<file path="src/rtl/plra_ram.sv">
// Generic simple dual-port RAM with one write port and a registered read port.
// No dependencies.
module plra_ram #(
  parameter int WIDTH = 8,
  parameter int DEPTH = 64
) (
  input  logic                     clk,
  input  logic                     we,
  input  logic [$clog2(DEPTH)-1:0] waddr,
  input  logic [WIDTH-1:0]         wdata,
  input  logic [$clog2(DEPTH)-1:0] raddr,
  output logic [WIDTH-1:0]         rdata
);

  logic [WIDTH-1:0] mem [DEPTH];

  always_ff @(posedge clk) begin
    if (we) begin
      mem[waddr] <= wdata;
    end
    rdata <= mem[raddr];
  end

endmodule

</file>
<file path="config.mk">
export PLATFORM = sky130hd
export DESIGN_NAME = plra_ram
export DESIGN_NICKNAME = d
export VERILOG_FILES = /design/src/rtl/plra_ram.sv
export SDC_FILE = /design/constraint.sdc
export NUM_CORES = 1
export LEC_CHECK = 0
export ABC_AREA = 1
export BUFFER_PORTS_ARGS = -buffer_cell sky130_fd_sc_hd__buf_2
export CORE_MARGIN = 1.5
export CORE_UTILIZATION = 45
export DETAILED_ROUTE_END_ITERATION = 16
export PLACE_DENSITY = 0.6
export RECOVER_POWER = 100
export SLEW_MARGIN = 25
export SYNTH_ARGS = -nofsm -noshare
export SYNTH_HDL_FRONTEND = slang
export SYNTH_SLANG_ARGS = --single-unit
</file>
<file path="constraint.sdc">
create_clock -name clk -period 4.2 [get_ports clk]
set_clock_uncertainty 0.2 [all_clocks]
set_input_delay 0.84 -clock clk [delete_from_list [all_inputs] [get_ports clk]]
set_output_delay 0.84 -clock clk [all_outputs]
set_load 0.01 [all_outputs]
</file>
# [Word-level counts from Yosys, hierarchy flattened]
# Memory sizes are Yosys's and may differ from the RTL's. A register that Yosys moved wholly into a read port is not among the register bits.
# Index checks and enable logic that the tools add are counted.
[word_totals] reg_bits=0 ramBits=512 input_bits=22 out_inout_bits=8 elab_cells=3 n_memories=1
[mem_list] memory="mem" words=64 width=8 rd=1 rd_clocked_by_memory_dff=1 wr=1 line_no="15" rtl="logic [WIDTH-1:0] mem [DEPTH];"
[op_classes] n_mux=2
[ops] operator="1-bit two-way mux" count=2

# [Longest topological paths before layout]
[depth] depth_word=2 ltp_mapped=12 depth_no_buf=9

# [Worst setup path before layout]
# No wires, ideal clock.
[synth_path] kind="input-to-reg" start="input port we" end="memory mem[48][0], enable pin" setup_time_ps=395 arrival_time_ps=2211 required_time_ps=3605 path_slack_ps=1394 path_stages=3 path_buffers=1 path_cell_list="clkbuf_1 -> nand4_1 -> nor4_1"
[synth_via] elab_chain_cells=2
[synth_lines] element="start: declaration" line_no="8" rtl="input logic we,"
[synth_lines] element="1-bit two-way mux" line_no="18" rtl="if (we) begin"
[synth_lines] element="1-bit two-way mux (implied by the code)" line_no="19" rtl="mem[waddr] <= wdata;"
[synth_lines] element="end: declaration" line_no="15"
# Every way passes these cells.

# [Worst setup path in the final report]
[layout_path] start="input port wdata[0]" end="memory mem[3][0], data pin"
[layout_lines] element="start: declaration" line_no="10" rtl="input logic [WIDTH-1:0] wdata,"
# No word-level cell before the write port.

==> impl_metrics.ini <==
[run_status]
outcome = finished with violations
violations_in_the_final_reports = max-capacitance violations, max-slew violations

[drt]
drt_iter0_markers = 1511
wire_length_per_cell_um = 22.0
first_pass_iters = 7
antenna_violating_nets_post_route = 0
route.vias.total = 13792
routed_wl_um = 54700
route.detailed.vias_per_inst = 5.54
drc_violation_count_after_routing = 0

[placement]
place_ws_ns = 1.07
port_buffers = 29
hpwlAfterDp_um = 32100
dpl_cell_area_sq_um = 22100
gpl.final_weighted_congestion = 0.865

[grt]
grt_max_degree = 187
initial_antenna_violation_count = 5
grt-ovfl-total = 0
first_global_vias = 13356
grt_pass1_wl_um = 82100
global_route.usage.total_pct = 22.9

[layout]
utilization_pct = 50.4
final_nets = 1867
final_area_sq_um = 23500
filler_cell_count = 4153
drive_above_1_share_pct = 5.42
area.growth.synth_to_final_pct = 10.1

[clock_network]
cts-buffers-inserted = 52
cts_setup_buffers = 0
tritoncts = yes
clock_path_buffers = 3
ctsHoldBuffers = 0
root_buffer = sky130_fd_sc_hd__clkbuf_16
tritoncts_num_sinks = 520
htree_levels = 2
clock_insertion_delay_worst_skew_ns = 0.59
clkTransAtPathRegs_ns = 0.06
post_cts.resized_instances = 0

[setup_path]
crit_path_max_fanout = 36
critPathTopFamily = buffers and inverters
timing.critical_path.buf_inv = 2
endpoint_kind = flip-flop
crit_chain = clkbuf_1 -> clkbuf_1
critical_path_most_common_cell = sky130_fd_sc_hd__clkbuf_1
timing.critical_path.from = wdata[0]
crit_type = input pin to flip-flop
r2r_setup_slack_ns = 2.66
cp-start-kind = input pin
slowest_delay_ns = 1.53
rr_startpoint = mem[31][0]$_DFFE_PP_
crit_required_ns = 4.09
crit_arrival_ns = 3.06
worst_path_max_delay_cell = sky130_fd_sc_hd__clkbuf_1

[die]
floorplan.die_area_sq_um = 48700
die_width_um = 221
initial_utilization_pct = 45.7
pin_count = 30
core_sq_um = 46700
rows = 79
die_y_um = 221

[sta]
slew_violations = 274
grt_setup_unrepaired = no
setup_viol = 0
layout_worst_path_cycle_share_pct = 75.6
timing.max_slew.rel_slack_pct = -63.5
timing.final.hold_violations = 0
final.hold.worst_slack_ns = 0.393
final.setup.worst_slack_ns = 1.02
pin_slew_with_the_least_headroom_to_its_limit_ns = 2.45
finalWorstPathRequiredPeriod_ns = 3.18
max_freq_ghz = 0.315
setup-tns-final_ns = 0

[min_path]
hold_class = input pin to flip-flop
hold_path.startpoint = raddr[5]

[synth]
ys_seq_elements = 520
ys_top_cells_by_area = sky130_fd_sc_hd__edfxtp_1, sky130_fd_sc_hd__nand2_1, sky130_fd_sc_hd__nand3_1
post_synth_net_total = 1827
synth_top_cell_area_share_pct = 72.0
yosysTopAreaCell = sky130_fd_sc_hd__edfxtp_1
syn_area_per_cell_sq_um = 11.8
seq_area_frac_synth_pct = 72.8
yosys_warnings = 0
post_synth_instance_area_sq_um = 21300
synthesis.instances = 1805
yosys.cell_types.count = 16

[power]
cellLeakagePower_nw = 8.31
power-per-cell-area_nw_per_um2 = 468
vdd_ir_drop_max_uv = 276

[job]
cap_viol_max_count = 6
area by class of cell:
cell class                 count  area (sq um)  share of cell area (%)
sequential                   520         15500                    66.1
multi-input combinational   1160          4950                    21.1
clock buffer                  63          1360                    5.80
tap                          607           759                    3.23
timing repair buffer          99           554                    2.36
clock inverter                28           278                    1.18
inverter                      12          55.1                   0.234
antenna                        2          5.00                  0.0213
cell usage after synthesis:
master	count
sky130_fd_sc_hd__nand2_1	648
sky130_fd_sc_hd__edfxtp_1	512
sky130_fd_sc_hd__nand3_1	439
sky130_fd_sc_hd__nor2_1	56
sky130_fd_sc_hd__buf_2	37
sky130_fd_sc_hd__buf_6	35
sky130_fd_sc_hd__clkbuf_1	15
sky130_fd_sc_hd__buf_4	14
sky130_fd_sc_hd__buf_1	10
sky130_fd_sc_hd__inv_1	10
sky130_fd_sc_hd__nand4_1	9
sky130_fd_sc_hd__dfxtp_1	8
sky130_fd_sc_hd__nor4_1	8
sky130_fd_sc_hd__buf_8	2
sky130_fd_sc_hd__inv_2	1
sky130_fd_sc_hd__inv_6	1
flip-flops by register name, summed over array words and instances, names as in the netlist:
| register | flops |
|---|---|
| mem | 512 |
| rdata | 8 |
worst reg2reg max path: stages (launching register included):
cell and delay, ns:
sky130_fd_sc_hd__edfxtp_1 0.37, sky130_fd_sc_hd__nand2_1 0.08, sky130_fd_sc_hd__nand3_1 0.10, sky130_fd_sc_hd__nand3_1 0.14
sky130_fd_sc_hd__nand2_1 0.10, sky130_fd_sc_hd__nand2_1 0.07, sky130_fd_sc_hd__nand3_1 0.18, sky130_fd_sc_hd__nand3_1 0.15
sky130_fd_sc_hd__nand2_1 0.05
layout by cell type, fill, tap and decap left out, types with 3 or more instances in the layout:
cell type                   Yosys  layout
sky130_fd_sc_hd__nand2_1      648     648
sky130_fd_sc_hd__nand3_1      439     439
sky130_fd_sc_hd__inv_1         10       9
sky130_fd_sc_hd__dfxtp_1        8       8
sky130_fd_sc_hd__clkinv_1       0      12
sky130_fd_sc_hd__nand4_1        9       9
sky130_fd_sc_hd__buf_12         0       8
sky130_fd_sc_hd__bufinv_16      0       6
sky130_fd_sc_hd__buf_2         37       9
sky130_fd_sc_hd__clkbuf_1      15      79
sky130_fd_sc_hd__clkbuf_2       0       3
sky130_fd_sc_hd__buf_4         14      10
sky130_fd_sc_hd__nor2_1        56      56
sky130_fd_sc_hd__clkbuf_16      0      53
sky130_fd_sc_hd__clkinv_2       0       9
sky130_fd_sc_hd__edfxtp_1     512     512
sky130_fd_sc_hd__nor4_1         8       8
through the flow:
stage          cells  total power, mW
3_3_place_gp    2398             6.54
6_report        2491             11.0
3_5_place_dp    2398             6.55
5_1_grt         2491             11.3
4_1_cts         2489             11.1
2_1_floorplan   1805             6.27
power breakdown:
part           leakage (nW)  internal, mW  total (mW)  switching, mW
combinational          2.83         0.159       0.663          0.504
clock                 0.804          2.66        4.56           1.90
sequential             4.67          5.75        5.77         0.0219
final timing paths:
path,endpoint,cells past startpoint
max,mem[3][0]$_DFFE_PP_,2
max reg2reg,rdata[0]$_DFF_P_,8
min reg2reg,rdata[7]$_DFF_P_,8
min,rdata[1]$_DFF_P_,3
logic make-up (layout without fill, tap and decap cells):
kind of cell / Yosys count / after routing / share of synthesized area, %
other: 0 / 2 / 0
and+or+nand+nor: 1160 / 1160 / 23.2
DFF: 520 / 520 / 72.8
buffers and inverters: 125 / 202 / 4.02
per-layer routing:
layer	up-vias	track usage (%)	wire length, um
met1	6745	31.9	23700
met2	516	36.4	25500
met5	-	0	40
li1	6432	-	-
met4	6	7.07	1430
met3	93	4.36	4030
Note: power is estimated with default switching activity, not from simulation.
