[config.mk]
export PLATFORM = sky130hd
export DESIGN_NAME = plra_div
export DESIGN_NICKNAME = d
export VERILOG_FILES = /design/src/rtl/plra_pkg.sv /design/src/rtl/plra_div.sv
export SDC_FILE = /design/constraint.sdc
export NUM_CORES = 1
export LEC_CHECK = 0
export BUFFER_PORTS_ARGS = -buffer_cell sky130_fd_sc_hd__buf_2
export CORE_ASPECT_RATIO = 0.6
export CORE_MARGIN = 4
export CORE_UTILIZATION = 30
export DETAILED_ROUTE_END_ITERATION = 7
export GPL_ROUTABILITY_DRIVEN = 0
export GPL_TIMING_DRIVEN = 0
export HOLD_SLACK_MARGIN = 0.03
export PLACE_DENSITY = 0.46
export SYNTH_ARGS = -nofsm -noshare
export SYNTH_HDL_FRONTEND = slang
export SYNTH_SLANG_ARGS = --single-unit
export TNS_END_PERCENT = 100
[constraint.sdc]
create_clock -name clk -period 12.9 [get_ports clk]
set_clock_uncertainty 0.1 [all_clocks]
set_input_delay 2.58 -clock clk [delete_from_list [all_inputs] [get_ports clk]]
set_output_delay 2.58 -clock clk [all_outputs]
set_load 0.01 [all_outputs]
[src/rtl/plra_pkg.sv]
// Package for the piecewise-linear range average block.
// Holds command and status codes, datapath widths and the one-hot state type.
// No dependencies.
package plra_pkg;

  localparam int PLRA_MAX_SAMPLES = 64;

  // Stored entry: wavelength in the low 16 bits, level above it.
  localparam int WL_W    = 16;
  localparam int LV_W    = 32;
  localparam int ENTRY_W = WL_W + LV_W;

  // Divider and accumulator widths.
  localparam int NUM_W = 52;
  localparam int DEN_W = 17;
  localparam int QUO_W = NUM_W + 1;
  localparam int SUM_W = 52;

  localparam logic [1:0] CMD_CLEAR  = 2'd0;
  localparam logic [1:0] CMD_APPEND = 2'd1;
  localparam logic [1:0] CMD_QUERY  = 2'd2;

  localparam logic [2:0] ST_OK         = 3'd0;
  localparam logic [2:0] ST_ZERO_WIDTH = 3'd1;
  localparam logic [2:0] ST_NO_SAMPLES = 3'd2;
  localparam logic [2:0] ST_UNSORTED   = 3'd3;
  localparam logic [2:0] ST_FULL       = 3'd4;

  typedef enum logic [13:0] {
    S_IDLE    = 14'b00000000000001,
    S_TAIL0   = 14'b00000000000010,
    S_TAIL1   = 14'b00000000000100,
    S_TAIL2   = 14'b00000000001000,
    S_WAIT    = 14'b00000000010000,
    S_SEG     = 14'b00000000100000,
    S_LA      = 14'b00000001000000,
    S_LA_DIV  = 14'b00000010000000,
    S_LB      = 14'b00000100000000,
    S_LB_DIV  = 14'b00001000000000,
    S_ACC_MUL = 14'b00010000000000,
    S_ACC     = 14'b00100000000000,
    S_FDIV    = 14'b01000000000000,
    S_FIN     = 14'b10000000000000
  } state_t;

endpackage

[src/rtl/plra_div.sv]
// Bit-serial signed floor divider: one quotient bit per cycle.
// Depends on plra_pkg for operand widths.
module plra_div import plra_pkg::*; (
  input  logic                    clk,
  input  logic                    rst_n,
  input  logic                    start,
  input  logic signed [NUM_W-1:0] num,
  input  logic [DEN_W-1:0]        den,
  output logic                    done,
  output logic signed [QUO_W-1:0] quo
);

  localparam int CNT_W = $clog2(NUM_W);

  logic             busy_r, busy_nxt;
  logic             done_r, done_nxt;
  logic             neg_r, neg_nxt;
  logic [CNT_W-1:0] cnt_r, cnt_nxt;
  logic [DEN_W-1:0] rem_r, rem_nxt;
  logic [DEN_W-1:0] den_r, den_nxt;
  logic [NUM_W-1:0] qm_r, qm_nxt;
  logic [DEN_W:0]   trial;
  logic             fits;

  assign trial = {rem_r, qm_r[NUM_W-1]};
  assign fits  = trial >= {1'b0, den_r};

  always_comb begin
    busy_nxt = busy_r;
    done_nxt = 1'b0;
    neg_nxt  = neg_r;
    cnt_nxt  = cnt_r;
    rem_nxt  = rem_r;
    den_nxt  = den_r;
    qm_nxt   = qm_r;
    if (start) begin
      busy_nxt = 1'b1;
      neg_nxt  = num[NUM_W-1];
      qm_nxt   = num[NUM_W-1] ? NUM_W'(-num) : NUM_W'(num);
      rem_nxt  = '0;
      den_nxt  = den;
      cnt_nxt  = '0;
    end else if (busy_r) begin
      rem_nxt = fits ? DEN_W'(trial - {1'b0, den_r}) : DEN_W'(trial);
      qm_nxt  = {qm_r[NUM_W-2:0], fits};
      cnt_nxt = cnt_r + 1'b1;
      if (cnt_r == CNT_W'(NUM_W - 1)) begin
        busy_nxt = 1'b0;
        done_nxt = 1'b1;
      end
    end
  end

  always_ff @(posedge clk) begin
    if (!rst_n) begin
      busy_r <= 1'b0;
      done_r <= 1'b0;
    end else begin
      busy_r <= busy_nxt;
      done_r <= done_nxt;
    end
    neg_r <= neg_nxt;
    cnt_r <= cnt_nxt;
    rem_r <= rem_nxt;
    den_r <= den_nxt;
    qm_r  <= qm_nxt;
  end

  // A negative dividend with a remainder rounds one further down.
  assign done = done_r;
  assign quo  = neg_r ? QUO_W'(-$signed({1'b0, qm_r}) - $signed({1'b0, |rem_r}))
                      : $signed({1'b0, qm_r});

endmodule

Word level (Yosys, flattened, before mapping)
Index checks and enable logic that the tools add are counted.
- add/sub/neg operators: 5
- magnitude comparators: 1
- equal/unequal tests: 1
- multiplexer cells: 9
- bitwise gates (word level): 2
- reduce and logical (&&, ||, !) cells: 3
- operators by type and width (cell ; number):
    $mux W52 ; 3
    $mux W53 ; 1
    $neg A52 Y53 ; 1
    $sub A53 B2 Y53 ; 1
    $neg A52 Y52 ; 1
    $ge A18 B17 Y1 ; 1
    $mux W17 ; 1
    $reduce_or A17 Y1 ; 1
    $sub A17 B17 Y17 ; 1
    $add A6 B1 Y6 const B ; 1
    $eq A6 B6 Y1 const B ; 1
    $mux W1 ; 4
    $reduce_or A3 Y1 ; 1
    $not A1 Y1 ; 2
    $reduce_bool A2 Y1 ; 1
- register bits after elaboration: 95
- input bits: 72
- output and inout port bits: 54

Longest topological paths before layout
Gate-level depths: netlist of the first run.
- depth in word-level cells: 4
- mapped depth: 16

Worst setup path before layout of the first run
OpenSTA, ideal clock, no wires.
- path type: reg-to-output
- from: register rem_r[0]
- to: output port quo[46]
- arrival: 3.351 ns
- data required time: 10.220 ns
- path slack: 6.869 ns
- cell stages (with the launch flop): 15
- path buffers: 0
- cells stage by stage: dfxtp_1 -> nor4_1 -> nand4_1 -> nor4_1 -> ha_1 -> ha_1 -> a211o_1 -> a221o_1 -> a211oi_1 -> a32oi_1 -> a21o_1 -> a2111oi_0 -> o31ai_1 -> xnor2_1 -> mux2i_1
- cells in the longest elaborated chain, start to end: 3
- ends and longest elaborated chain (element ; RTL line ; RTL):
    start, declared ; plra_div.sv:19 ; logic [DEN_W-1:0] rem_r, rem_nxt;
    start signal, assigned ; plra_div.sv:64 ; rem_r <= rem_nxt;
    $reduce_or A17 Y1 ; plra_div.sv:71 ; assign quo = neg_r ? QUO_W'(-$signed({1'b0, qm_r}) - $signed({1'b0, |rem_r}))
    $sub A53 B2 Y53 ; plra_div.sv:71 ;
    $mux W53 ; plra_div.sv:71 ;
    end, declared ; plra_div.sv:10 ; output logic signed [QUO_W-1:0] quo
Every way passes these cells.

Worst setup path after layout of the first run
- from: register rem_r[8]
- to: output port quo[43]
Same word-level chain as after synthesis.

==> results of run 1 <==
-- synth_stat cells (3+ instances only) --
library cell,n,share of area (%)
a21oi_1,131,7.1
nor2_1,119,4.8
nand2_1,93,3.8
inv_1,85,3.4
ha_1,73,9.8
edfxtp_1,70,23
o21ai_0,65,3.5
xor2_1,63,5.9
clkbuf_1,61,2.5
a21o_1,45,3.6
xnor2_1,44,4.1
nand4_1,26,1.8
dfxtp_1,25,5.4
a211oi_1,22,1.8
mux2i_1,22,2.4
o31ai_1,20,1.6
nand3_1,18,0.97
nor3_1,17,0.92
o41ai_1,13,1.2
o21bai_1,11,0.89
a31oi_1,10,0.67
o21ai_1,9,0.49
nor4_1,8,0.54
o21a_1,8,0.65
or4_1,8,0.65
or3_1,7,0.47
nor2b_1,6,0.40
o211ai_1,6,0.49
and2_1,5,0.34
nand2b_1,5,0.34
or2_2,5,0.34
a221oi_1,4,0.38
and3_1,4,0.27
nor3b_1,4,0.32
and4_1,3,0.28
mux2_2,3,0.36
o221a_2,3,0.36
o221ai_1,3,0.28
or4_4,3,0.36
-- critical path, delay by kind of cell (launching register included) --
family	cells	cell delay [ns]
flip-flops	1	0.34
AO/OA/AOI/OAI	7	2.43
buffers and inverters	2	0.23
XOR/XNOR	1	0.16
multiplexers	1	0.09
AND/OR/NAND/NOR	3	1.09
adder cells (fa/ha/maj)	3	0.56
-- routing by layer --
layer | wire length [um] | track usage, % | vias to the layer above
li1 | - | - | 4504
met1 | 17840 | 30.62 | 4376
met2 | 12860 | 26.00 | 294
met3 | 2114 | 3.278 | 21
met4 | 369 | 3.509 | 0
met5 | 0 | 0 | -
-- cell families after synthesis --
logic type | after synthesis
adder cells (fa/ha/maj) | 74
buffers and inverters | 147
flip-flops | 95
multiplexers | 25
XOR/XNOR | 107
AO/OA/AOI/OAI | 373
AND/OR/NAND/NOR | 341
-- worst max path at each step --
stage | start | endpoint | slack, ns
floorplan | rem_r[0] | quo[46] | 6.87
global placement | rem_r[8] | quo[43] | 5.39
detailed placement | rem_r[8] | quo[43] | 5.46
CTS | rem_r[8] | quo[43] | 5.04
global route | rem_r[8] | quo[43] | 4.63
finish | rem_r[8] | quo[43] | 4.97
-- where the power goes --
group	switching [W]	total [W]	internal [W]
logic	0.000393	0.000644	0.000251
clock network	0.000130	0.000291	0.000162
registers	0.0000279	0.000391	0.000363
total	0.000550	0.00133	0.000776
-- through the flow --
stage | worst slack, ns | std cells | util, % | hold WS [ns]
floorplan | 6.869 | 1162 | - | 0.3585
global placement | 5.395 | 1695 | 34.48 | 0.3908
detailed placement | 5.461 | 1695 | 34.48 | 0.3896
CTS | 5.045 | 1711 | 35.54 | 0.4024
global route | 4.626 | 1712 | 35.55 | 0.4303
finish | 4.966 | 1712 | 35.55 | 0.3994
-- flip-flops by register name, summed over array words and instances, names as in the netlist --
register and count:
cnt_r 6, neg_r 1, rem_r 17, done 1, den_r 17, qm_r 52, busy_r 1
-- area by class of cell --
type                       count  area (sq um)
fill                        3251         19480
timing repair buffer         125         625.6
buffer                        62         232.7
antenna                        1         2.502
multi-input combinational    920          6135
inverter                      85         319.1
clock inverter                 3         26.28
tap                          408         510.5
sequential                    95          2603
clock buffer                  13         292.8
==> results.md, run 1 <==
* Global Route Usage Sum at 18.97%
* Xor/xnor share of the synthesized area at 10.09%
* Multiplexer share of the synthesized area at 2.735%
* DR pass1 iterations at 5
* Nets at 1444
* Final instance area at 0.01075 sq mm
* Post-synthesis sequential area ratio at 28.02%
* Routed WL at 33190 um
* Crit path capture type: output pin
* I/O Pins at 126
* CTS clock-pin slew for the worst setup and hold paths at 0.08 ns
* Mapped Area at 0.009286 sq mm
* Antenna violations before repair at 1
* Rel. slew slack at 18.48%
* Mapped Cells at 1162
* GRT overflow at 0
* Critical path type: reg -> out
* CTS Buffer Depth at 2
* # port buffers at 125
* Core ar. at 0.03023 sq mm
* Commonest non-fill, non-tap cell in the layout: a21oi_1
* YS warnings at 0
* Min Tclk post-route at 7.934 ns
* Max incr delay on CP at 0.64 ns
* Total power at 0.001326 W
* Largest net degree at the start of global routing at 53
* RSZ-0062 raised after global routing: no
* H-tree levels at 3
* Syn Area/Cell at 7.992 sq um
* Post-synthesis compound-gate area fraction at 25.52%
* Asr flop ratio synth at 0%
* Hold path depth at 2
* PwrDens at 123.4 mW/mm^2
* Lkg Pwr at 4.667 nW
* Mapped Nets at 1308
* EDFF count, synth at 70
* Hold/Removal Path Class: reg -> reg
* Ys flop type: edfxtp_1
* Max-cap violations at 0
* Status: finished clean
* Startpoint types: register
* Vias post-DR at 9195
* Unique masters post-synth at 67
* 1st-iter DRT viols at 710
* Synth Area in Adders at 10.05%
* R2R Setup Slk at 8.79 ns
* Row count at 49
* FF-to-FF path depth at 13
* Vias in the first global route at 8427
* VDD IR-drop max at 0.04974 mV
* Setup TNS at 0 ns
* Initial core utilization at 30.72%
* Placed cell area at 0.01042 sq mm
* Largest family of logic cells by synthesized area: compound AO/OA/AOI/OAI gates
* Hold EP: cnt_r[5]
* HPWL after detailed placement at 26400 um
* CTS tree: done
* Layout cells sized above 1 at 12.43%
* Final ANT Viol Nets at 0
* CTS Hold Buffers Added at 0
* Synth Area in Simple Gates at 17.64%
* FF-to-FF End: rem_r[8]
* Synthesized flop and latch total at 95
* Clk root buf: clkbuf_16
* DIE AREA at 0.03393 sq mm
* Global-route wire length before repair at 50380 um
* CP Cell Sequence: nor4_1 -> nand4_1 -> nor4_1 -> ha_1 -> ha_1 -> inv_1 -> ha_1 -> o21bai_1 -> a221o_1 -> a211oi_1 -> o31a_1 -> o21ai_1 -> a31oi_1 -> o31ai_1 -> xnor2_1 -> mux2i_1 -> buf_2
* # Post-CTS Setup Buffers at 0
* Drt wl/cell at 19.39 um
* # resized after CTS at 0
* Final Max Slew Viols at 0
* Area grow syn2layout at 15.72%
* Final Cycle Share at 61.50%
* Clk Latency, worst-skew pair at 0.36 ns
* Crit-path max FO at 4
* Clk sinks at 95
* CTS buffer count at 9
* F_max at 126.0 MHz
* Final Hold Fails at 0
* CP Data Arrival Time at 5.25 ns
* Crit Reg-Reg Startpoint: qm_r[51]
* Vias per inst at 5.371
* CP max stage cell: nor4_1
* Hold path start: cnt_r[5]
* Most frequent cells in the layout: 131 x a21oi_1, 125 x buf_2, 119 x nor2_1, 93 x nand2_1, 85 x inv_1
* DRC at 0
* Setup Viol. Count Final at 0
* DIE WIDTH at 235.1 um
* Worst slew pin tran at 1.217 ns
* DIE HEIGHT at 144.3 um
* WP data required at 10.22 ns
* Top cell by count, worst path: ha_1
Note: power is estimated with default switching activity, not from simulation.
==> run 2: changes to the inputs <==
--- a/config.mk
+++ b/config.mk
@@ -5,6 +5,7 @@
 export SDC_FILE = /design/constraint.sdc
 export NUM_CORES = 1
 export LEC_CHECK = 0
+export ABC_AREA = 1
 export BUFFER_PORTS_ARGS = -buffer_cell sky130_fd_sc_hd__buf_2
 export CORE_ASPECT_RATIO = 0.6
 export CORE_MARGIN = 4
@@ -13,7 +14,7 @@
 export GPL_ROUTABILITY_DRIVEN = 0
 export GPL_TIMING_DRIVEN = 0
 export HOLD_SLACK_MARGIN = 0.03
-export PLACE_DENSITY = 0.46
+export PLACE_DENSITY = 0.47
 export SYNTH_ARGS = -nofsm -noshare
 export SYNTH_HDL_FRONTEND = slang
 export SYNTH_SLANG_ARGS = --single-unit
==> constraint.sdc (replaced) <==
create_clock -name clk -period 6.5 [get_ports clk]
set_clock_uncertainty 0.1 [all_clocks]
set_input_delay 1.3 -clock clk [delete_from_list [all_inputs] [get_ports clk]]
set_output_delay 1.3 -clock clk [all_outputs]
set_load 0.01 [all_outputs]
==> results.md, run 2 <==
* Status: finished clean
* PwrDens at 210.5 mW/mm^2
* Post-synth top area share at 23.48%
* CTS Buffer Depth at 2
* # port buffers at 125
* Initial core utilization at 30.43%
* Crit-path max FO at 5
* Unique masters post-synth at 41
* Synth top cells by count: 718 x nand2_1, 383 x inv_1, 189 x nor2_1
* Biggest register: qm_r
* Clk root buf: clkbuf_16
* Crit path capture type: output pin
* Post-synth top area cell: nand2_1
* YS warnings at 0
* Lkg Pwr at 7.056 nW
* Asr flop ratio synth at 0%
* Regs by FF count: qm_r x52, den_r x17, rem_r x17
* Syn Area/Cell at 5.719 sq um
* Drt wl/cell at 17.47 um
* FF+latch area at 0.002603 sq mm
* H-tree levels at 3
* HPWL after detailed placement at 40370 um
* Startpoint types: register
* DIE AREA at 0.04155 sq mm
* Layout cells sized above 1 at 8.004%
* Final ANT Viol Nets at 0
* F_max at 187.0 MHz
* Antenna violations before repair at 0
* Area grow syn2layout at 13.88%
* DIE WIDTH at 260.5 um
* Row count at 55
* DRC at 0
* Global-route wire length before repair at 69490 um
* Largest net degree at the start of global routing at 31
* Setup Viol. Count Final at 0
* GRT overflow at 0
* Diodes inserted at 0
* 1st-iter DRT viols at 1399
* Synth area leaders: nand2_1 23%, edfxtp_1 18%, inv_1 13%
* RSZ-0062 raised after global routing: no
* Mapped Nets at 2153
* Min Tclk post-route at 5.348 ns
* Final Max Slew Viols at 0
* VDD IR-drop max at 0.1080 mV
* DIE HEIGHT at 159.5 um
* Inst Count DP at 2646
* Mapped Cells at 2007
* Post-synthesis sequential area ratio at 22.68%
* Max-cap violations at 0
* Area of the multi-input gates at 0.007281 sq mm
* Core ar. at 0.03771 sq mm
* Clk sinks at 95
* CTS buffer count at 9
* WP data required at 5.10 ns
* Layout fillers at 4396
* Commonest non-fill, non-tap cell in the layout: nand2_1
* Nets at 2290
* Ys flop type: edfxtp_1
* # Post-CTS Setup Buffers at 0
* Vias in the first global route at 11526
* Finished Layout Cells at 2662
* Final Cycle Share at 82.28%
* CTS tree: done
* Worst slew pin tran at 0.9783 ns
* # resized after CTS at 0
* Setup TNS at 0 ns
* CP Data Arrival Time at 3.95 ns
* CTS Hold Buffers Added at 0
* Final Hold Fails at 0
* Vias per inst at 4.872
* Global Route Usage Sum at 21.86%
* Vias post-DR at 12970
* Max reg flops at 52
* I/O Pins at 126
* Hold/Removal Path Class: reg -> reg
* Count leader, synth: nand2_1
* EDFF count, synth at 70
* Mapped Area at 0.01148 sq mm
* Critical path type: reg -> out
* Most frequent cells in the layout: 718 x nand2_1, 382 x inv_1, 189 x nor2_1, 170 x nand3_1, 130 x buf_2
* Clk Latency, worst-skew pair at 0.36 ns
* CTS clock-pin slew for the worst setup and hold paths at 0.08 ns
* Rel. slew slack at 34.78%
* Routed WL at 46510 um
* DR pass1 iterations at 6
* Synthesized flop and latch total at 95
## run 2: cell count changes after synthesis, sizes merged, moves of 30 or more
cell,before,now
nand3,18,171
nor2,119,193
inv,85,384
clkbuf,61,24
xor2,63,23
a21oi,131,62
a21o,45,3
nand2,93,722
o21ai,74,104
## run 2: final cells by class
cell class | instances | share of cell area, %
timing repair buffer | 126 | 4.940
clock buffer | 11 | 1.781
sequential | 95 | 19.91
buffer | 35 | 1.139
multi-input combinational | 1492 | 55.71
clock inverter | 5 | 0.5552
inverter | 385 | 11.06
tap | 513 | 4.911
## run 2: through the flow
step	power, W	hold WS (ns)	setup slack [ns]	util [%]	area, sq um
global route	0.002958	0.3866	1.068	34.66	13070
floorplan	0.001659	0.3393	2.905	-	11480
finish	0.002751	0.3758	1.152	34.66	13070
global placement	0.002160	0.3583	1.659	33.80	12740
detailed placement	0.002171	0.3689	1.648	33.85	12760
CTS	0.002747	0.3784	1.253	34.66	13070
## run 2: power breakdown
group	total [W]	switching (W)	internal [W]
registers	0.000789	0.0000750	0.000714
logic	0.00139	0.000942	0.000453
clock network	0.000567	0.000260	0.000307
total	0.00275	0.00128	0.00147
## run 2: worst max-delay path, cell delays in order (launching register included)
cell,delay [ns]
dfxtp_1,0.36
nor4_1,0.62
nand4_1,0.20
nor2_1,0.32
ha_1,0.21
ha_1,0.17
inv_1,0.05
ha_1,0.19
inv_1,0.12
nand2_1,0.08
nand2_1,0.08
nand3_1,0.07
nand2_1,0.19
nand2_1,0.07
nand2_1,0.23
nand2_1,0.12
nand3_1,0.09
nand2_1,0.05
nand3_1,0.06
o21ai_0,0.12
buf_2,0.20
## run 2: final timing paths
check        depth (start not counted)  startpoint       end  slack [ns]
min reg2reg                          2    cnt_r[5]  cnt_r[5]        0.38
max reg2reg                         11    qm_r[51]   qm_r[0]        3.84
min                                  2    cnt_r[5]  cnt_r[5]        0.38
max                                 20    rem_r[0]   quo[33]        1.15
## run 2: logic make-up (layout without fill, tap and decap cells)
| kind of cell | Yosys count | after routing | share of synthesized area (%) |
|---|---|---|---|
| XOR/XNOR | 55 | 55 | 4.197 |
| adder cells (fa/ha/maj) | 74 | 74 | 8.133 |
| AND/OR/NAND/NOR | 1164 | 1164 | 41.71 |
| flip-flops | 95 | 95 | 22.68 |
| buffers and inverters | 420 | 562 | 13.89 |
| AO/OA/AOI/OAI | 199 | 199 | 9.397 |
## run 2: per-layer routing
metal	track usage (%)	share of wire, %	vias up
met5	0	0	-
met4	2.462	0.62	0
met3	3.592	9.2	13
met2	26.48	34	490
met1	38.82	56	5899
li1	-	-	6568
==> run 3: changes to the inputs <==
--- a/config.mk
+++ b/config.mk
@@ -5,7 +5,7 @@
 export SDC_FILE = /design/constraint.sdc
 export NUM_CORES = 1
 export LEC_CHECK = 0
-export ABC_AREA = 1
+export ABC_AREA = 0
 export BUFFER_PORTS_ARGS = -buffer_cell sky130_fd_sc_hd__buf_2
 export CORE_ASPECT_RATIO = 0.6
 export CORE_MARGIN = 4
@@ -14,7 +14,7 @@
 export GPL_ROUTABILITY_DRIVEN = 0
 export GPL_TIMING_DRIVEN = 0
 export HOLD_SLACK_MARGIN = 0.03
-export PLACE_DENSITY = 0.47
+export PLACE_DENSITY = 0.46
 export SYNTH_ARGS = -nofsm -noshare
 export SYNTH_HDL_FRONTEND = slang
 export SYNTH_SLANG_ARGS = --single-unit
==> constraint.sdc (replaced) <==
create_clock -name clk -period 5.5 [get_ports clk]
set_clock_uncertainty 0.1 [all_clocks]
set_input_delay 1.1 -clock clk [delete_from_list [all_inputs] [get_ports clk]]
set_output_delay 1.1 -clock clk [all_outputs]
set_load 0.01 [all_outputs]
==> results.md, run 3 (same netlist as run 1, synthesis figures left out) <==
* Min Tclk post-route at 5.387 ns
* Hold/Removal Path Class: reg -> reg
* Clk Latency, worst-skew pair at 0.36 ns
* Critical path type: reg -> out
* I/O Pins at 126
* F_max at 185.6 MHz
* 1st-iter DRT viols at 756
* Antenna violations before repair at 1
* CP Data Arrival Time at 4.19 ns
* Regs by FF count: qm_r x52, den_r x17, rem_r x17
* Global Route Usage Sum at 19.09%
* Crit-path max FO at 4
* HPWL after detailed placement at 26400 um
* Layout cells sized above 1 at 16.69%
* Final WS setup at 0.1130 ns
* Placed cell area at 0.01042 sq mm
* Routed WL at 33610 um
* Inst Count DP at 1695
* DIE AREA at 0.03393 sq mm
* RSZ-0062 raised after global routing: yes
* Global-route wire length before repair at 50720 um
* Status: finished clean
* Final Hold Fails at 0
* Finished Layout Cells at 1729
* CTS Hold Buffers Added at 0
* Clk root buf: clkbuf_16
* CTS Buffer Depth at 2
* CTS tree: done
* CTS clock-pin slew for the worst setup and hold paths at 0.08 ns
* Commonest non-fill, non-tap cell in the layout: a21oi_1
* Hold slack at 0.3994 ns
* Nets at 1459
* DIE HEIGHT at 144.3 um
* GRT overflow at 0
* Biggest register: qm_r
* Rel. slew slack at 28.72%
* Core ar. at 0.03023 sq mm
* H-tree levels at 3
* Pre-CTS WS at -0.4594 ns
* Max-cap violations at 0
* Largest net degree at the start of global routing at 53
* VDD IR-drop max at 0.1205 mV
* Worst slew pin tran at 1.069 ns
* PwrDens at 289.3 mW/mm^2
* Final Max Slew Viols at 0
* DRC at 0
* Final instance area at 0.01116 sq mm
* Vias per inst at 5.358
* Final ANT Viol Nets at 0
* Initial core utilization at 30.72%
* Clk sinks at 95
* DIE WIDTH at 235.1 um
* Max reg flops at 52
* Row count at 49
* Most frequent cells in the layout: 128 x a21oi_1, 125 x buf_2, 119 x nor2_1, 93 x nand2_1, 84 x inv_1
* Vias in the first global route at 8493
* WP data required at 4.30 ns
* Drt wl/cell at 19.44 um
* Total power at 0.003230 W
* Lkg Pwr at 4.793 nW
* # port buffers at 125
* Area grow syn2layout at 20.21%
* Vias post-DR at 9264
* DR pass1 iterations at 5
* Setup Viol. Count Final at 0
* Startpoint types: register
* CTS buffer count at 9
* Final Cycle Share at 97.95%
* Crit path capture type: output pin
-- run 3: cell count changes in the layout (fill, tap and decap cells not counted), moves of 18 or more --
cell      previous run  this run
a211oi_1             0        20
a21o_1               3        44
a21oi_1             61       128
clkbuf_1            26        62
inv_1              382        84
mux2i_1              0        22
nand2_1            718        93
nand3_1            170        18
nor2_1             189       119
o21ai_0             94        64
o31ai_1              0        18
xor2_1              23        63
-- run 3: critical path: stages, from the launching register on --
cell and delay [ns]:
dfxtp_4 0.36, nor4_4 0.36, nand4_1 0.20, nor4_2 0.27
ha_2 0.23, ha_4 0.14, inv_2 0.04, ha_4 0.16
o21bai_4 0.16, a221o_2 0.26, a211oi_4 0.10, o31a_1 0.34
o21ai_4 0.31, a31oi_4 0.23, o21ai_4 0.26, xnor2_2 0.13
mux2i_1 0.09, buf_2 0.19
-- run 3: per-layer routing --
metal	wire, um	vias up	GRT usage (%)
met1	17840	4398	30.71
li1	-	4525	-
met5	0	-	0
met3	2295	22	3.278
met4	355	0	3.447
met2	13130	319	26.36
-- run 3: final timing paths --
kind,from,end,slack [ns],depth (start not counted)
min reg2reg,cnt_r[5],cnt_r[5],0.40,2
max reg2reg,qm_r[51],rem_r[8],1.31,13
min,cnt_r[5],cnt_r[5],0.40,2
max,rem_r[11],quo[47],0.11,17
-- run 3: layout make-up --
type | instances | area (sq um)
repair buffers | 140 | 742.0
well taps | 408 | 510.5
fillers | 3222 | 19060
inverters | 85 | 319.1
clock buffers | 13 | 292.8
diodes | 3 | 7.507
clock inverters | 3 | 26.28
multi-input cells | 920 | 6412
flip-flops and latches | 95 | 2620
plain buffers | 62 | 232.7
-- run 3: report_power, final --
part           total, W  internal, W  switching [W]  leakage (nW)
Combinational   0.00163     0.000657       0.000972          3.74
Clock          0.000680     0.000380       0.000300         0.157
Sequential     0.000921     0.000853      0.0000681         0.896
Total           0.00323      0.00189        0.00134          4.79
-- run 3: stage by stage --
stage / utilization, % / setup TNS, ns
floorplan: - / 0
global placement: 34.48 / -4.157
detailed placement: 34.48 / -3.124
CTS: 36.08 / -0.1822
global route: 36.92 / -0.6017
finish: 36.93 / 0
-- run 3: timing repair --
item / CTS / global route
pin swaps: 6 / 26
setup endpoints to repair: 28 / 20
gates resized for setup: 23 / 40
buffers inserted: 4 / 11
gates cloned: 0 / 0
